[src/hw/rtl/gas_pkg.sv]
package gas_pkg;

    localparam int CMD_W       = 3;
    localparam int STATUS_W    = 3;
    localparam int FIELD_ID_W  = 16;
    localparam int FIELD_WT_W  = 16;
    localparam int IN_TDATA_W  = 48;
    localparam int OUT_TDATA_W = 24;

    localparam logic [CMD_W-1:0] CMD_ADD_VERTEX   = 3'd0;
    localparam logic [CMD_W-1:0] CMD_DEL_VERTEX   = 3'd1;
    localparam logic [CMD_W-1:0] CMD_ADD_EDGE     = 3'd2;
    localparam logic [CMD_W-1:0] CMD_UPDATE_EDGE  = 3'd3;
    localparam logic [CMD_W-1:0] CMD_DEL_EDGE     = 3'd4;
    localparam logic [CMD_W-1:0] CMD_QUERY_EDGE   = 3'd5;
    localparam logic [CMD_W-1:0] CMD_QUERY_VERTEX = 3'd6;

    localparam logic [STATUS_W-1:0] STS_OK        = 3'd0;
    localparam logic [STATUS_W-1:0] STS_EXISTS    = 3'd1;
    localparam logic [STATUS_W-1:0] STS_NO_VERTEX = 3'd2;
    localparam logic [STATUS_W-1:0] STS_NO_EDGE   = 3'd3;
    localparam logic [STATUS_W-1:0] STS_FULL      = 3'd4;

    typedef enum logic [2:0] {
        S_IDLE,
        S_LOOK,
        S_EXEC,
        S_CLEAR,
        S_RESP
    } t_state;

    typedef struct packed {
        logic load_in;
        logic look;
        logic exec;
        logic clear;
        logic load_out;
    } t_ctl_cmd;

    typedef struct packed {
        logic need_clear;
        logic clear_last;
        logic out_busy;
    } t_dp_sts;

endpackage

[src/hw/rtl/gas_ctrl.sv]
module gas_ctrl (
    input  logic              i_clk,
    input  logic              i_rst_n,
    input  logic              i_s_tvalid,
    output logic              o_s_tready,
    input  gas_pkg::t_dp_sts  i_sts,
    output gas_pkg::t_ctl_cmd o_ctl
);
    import gas_pkg::*;

    t_state r_state;
    t_state n_state;

    always_ff @(posedge i_clk) begin
        if (!i_rst_n) begin
            r_state <= S_IDLE;
        end else begin
            r_state <= n_state;
        end
    end

    always_comb begin
        n_state = r_state;
        unique case (r_state)
            S_IDLE: begin
                if (i_s_tvalid) begin
                    n_state = S_LOOK;
                end
            end
            S_LOOK:  n_state = S_EXEC;
            S_EXEC: begin
                n_state = i_sts.need_clear ? S_CLEAR : S_RESP;
            end
            S_CLEAR: begin
                if (i_sts.clear_last) begin
                    n_state = S_RESP;
                end
            end
            S_RESP: begin
                if (!i_sts.out_busy) begin
                    n_state = S_IDLE;
                end
            end
            default: n_state = S_IDLE;
        endcase
    end

    always_comb begin
        o_ctl      = '0;
        o_s_tready = 1'b0;
        unique case (r_state)
            S_IDLE: begin
                o_s_tready    = 1'b1;
                o_ctl.load_in = i_s_tvalid;
            end
            S_LOOK:  o_ctl.look  = 1'b1;
            S_EXEC:  o_ctl.exec  = 1'b1;
            S_CLEAR: o_ctl.clear = 1'b1;
            S_RESP:  o_ctl.load_out = !i_sts.out_busy;
            default: o_ctl = '0;
        endcase
    end

endmodule

[config.mk]
export PLATFORM = sky130hd
export DESIGN_NAME = gas_ctrl
export DESIGN_NICKNAME = d
export VERILOG_FILES = /design/src/hw/rtl/gas_pkg.sv /design/src/hw/rtl/gas_ctrl.sv
export SDC_FILE = /design/constraint.sdc
export NUM_CORES = 1
export LEC_CHECK = 0
export BUFFER_PORTS_ARGS = -buffer_cell sky130_fd_sc_hd__buf_2
export CAP_MARGIN = 20
export CORE_AREA = 2 2 39 41
export DETAILED_ROUTE_END_ITERATION = 8
export DIE_AREA = 0 0 41 43
export SYNTH_ARGS = -nofsm -noshare
export SYNTH_HDL_FRONTEND = slang
export SYNTH_SLANG_ARGS = --single-unit
[constraint.sdc]
create_clock -name i_clk -period 1.5 [get_ports i_clk]
set_clock_uncertainty 0.05 [all_clocks]
set_input_delay 0.15 -clock i_clk [delete_from_list [all_inputs] [get_ports i_clk]]
set_output_delay 0.15 -clock i_clk [all_outputs]
set_load 0.02 [all_outputs]
==> metrics.txt <==
outcome=finished clean; clk buf depth=2; DR WL/cell=8.89 um; Fin Hold WS=84.9 ps; final WL=498 um; Syn Nets=33; Async SR Flop Fraction=0%; kind of critical path=flip-flop to primary output; Die Height=43 um; fin crit share=92.2%; root cell of the clock tree=clkbuf_4; Rows=14; most flop-heavy register=r_state; Psw=112 uW; top-count cell post-synth=dfxtp_1; Synth Instances=27; final hold vios=0; largest net degree at the start of global routing=13; initial antenna violation count=0; Clk Latency, worst-skew pair=230 ps; vias in the first global route=204; DIE AREA=0.00176 mm^2; routed via count=230; io pins=12; effective utilization at floorplan=16.5%; CP max FO=8; combinational power share=27.0%; area taken by flip-flops and latches=61.3 um^2; Net count, final=47; Ys Warns=0; switching share of total power=32.2%; critical path endpoint category=primary output; CTS tree=built; drt via density=4.11; count of cell types in the netlist=21; Worst slew margin=75.2%; EDFF count, synth=0; WP data required=1300 ps; Synth Flop Type=dfxtp_1; share of power burned in registers=31.7%; H-tree levels=1; internal power=235 uW; layout cells sized above 1=50.0%; first-pass GRT wire length=786 um; CTS clk-pin slew, worst paths=40 ps; syn_area_per_cell=8.48 um^2; DRT iter0 DRCs=4; CP arrival=1180 ps; Seq/Total Area, Yosys=26.2%; PortBufs=11; Multi-input gate area=160 um^2; core area=0.00138 mm^2; Pre-antenna DRT Iters=2; Leak=0.000144 uW; post-CTS setup buffers=0; Yosys reg bits=3; Sinks on Clock Net=3; top cell type by total area after synthesis=dfxtp_1; worst-margin pin slew=371 ps; FILL cells=162; pwr dens=1060 mW/mm^2; TritonCTS buffer count=3; top cells by count, synth=dfxtp_1, a21oi_1, buf_2, nor3_1, nor3b_1; Post-route DRC=0; Fmax achieved=723 MHz; top cells by area, synth=dfxtp_1, nor3b_1, nand2b_4; Post-DRT Antenna Nets=0; Post-CTS Hold Fix Bufs=0; type of origin of the critical path=flip-flop; ANT cells=0; grt total ovfl=0; RSZ-0062 raised after global routing=false; Cell Area, Synth=229 um^2; Layout area overhead=42.6%; Die Width=41 um; Slew Limit Fails=0; Final setup viols=0; Placer Congestion=0.568; post_cts resized=0; Final min period=1380 ps; Worst VDD drop=277 uV; biggest regs=r_state (3); Total Routing Usage GR=7.22%; Setup TNS=0 ps; max FFs per register=3; total of max-cap violations=0; Clock Power Share=41.4%; post-synth top area share=26.2%; Hold Crit Class=input port to flip-flop
cell type report:
type | count | share of cell area [%]
Multi-Input combinational cell | 21 | 49.0
Sequential cell | 3 | 18.8
Timing Repair Buffer | 11 | 16.9
Clock buffer | 4 | 8.05
Tap cell | 16 | 6.13
Inverter | 1 | 1.15
power groups by stage:
stage / sequential [uW] / clock, uW / combinational, uW
finish: 110 / 144 / 93.7
global route: 113 / 161 / 104
CTS: 109 / 151 / 94.8
detailed placement: 111 / 0 / 94.3
global placement: 110 / 0 / 94.2
floorplan: 96.9 / 0 / 79.8
placed cells by master, fill, tap and decap left out, drive strengths merged, types with 2 or more instances in the layout:
cell,n
a21oi,3
buf,11
clkbuf,4
dfxtp,3
nor3,2
nor3b,2
cells by family after synthesis:
group	count (synthesis)	synth area share, %
buffers and inverters	3	6.01
AO/OA/AOI/OAI	6	18.0
multiplexers	1	4.37
AND/OR/NAND/NOR	14	45.4
flip-flops	3	26.2
worst paths after layout:
kind	from	endpoint	slack, ps	depth (start not counted)
worst max-delay path	r_state[2]$_SDFFE_PN0P_	o_ctl[0]	120	3
worst min-delay path	i_sts[1]	r_state[1]$_SDFFE_PN0P_	80	2
worst max register to register	r_state[0]$_SDFFE_PN0P_	r_state[2]$_SDFFE_PN0P_	270	3
worst min register to register	r_state[2]$_SDFFE_PN0P_	r_state[2]$_SDFFE_PN0P_	520	2
worst max-delay path: stages, from the launching register on:
cell and delay (ps):
dfxtp_2 390, or2b_1 260, nor3_1 120, buf_2 180
routing by layer:
layer  wire [um]  vias to the layer above  track usage, %
met5           0                        -               0
li1            -                      123               -
met3          36                        2            4.71
met2         219                        8            9.69
met4          15                        0            6.00
met1         226                       97            7.37
stage by stage:
| stage | power, uW | utilization, % | instance area, um^2 | instances | worst slack (ps) |
|---|---|---|---|---|---|
| floorplan | 177 | - | 234 | 27 | 176 |
| global placement | 204 | 21.6 | 299 | 52 | 293 |
| detailed placement | 205 | 21.6 | 299 | 52 | 275 |
| CTS | 355 | 23.5 | 325 | 56 | 15.1 |
| global route | 379 | 23.6 | 327 | 56 | 11.7 |
| finish | 348 | 23.6 | 327 | 56 | 117 |
No activity file was read; power rests on OpenSTA's default activity.
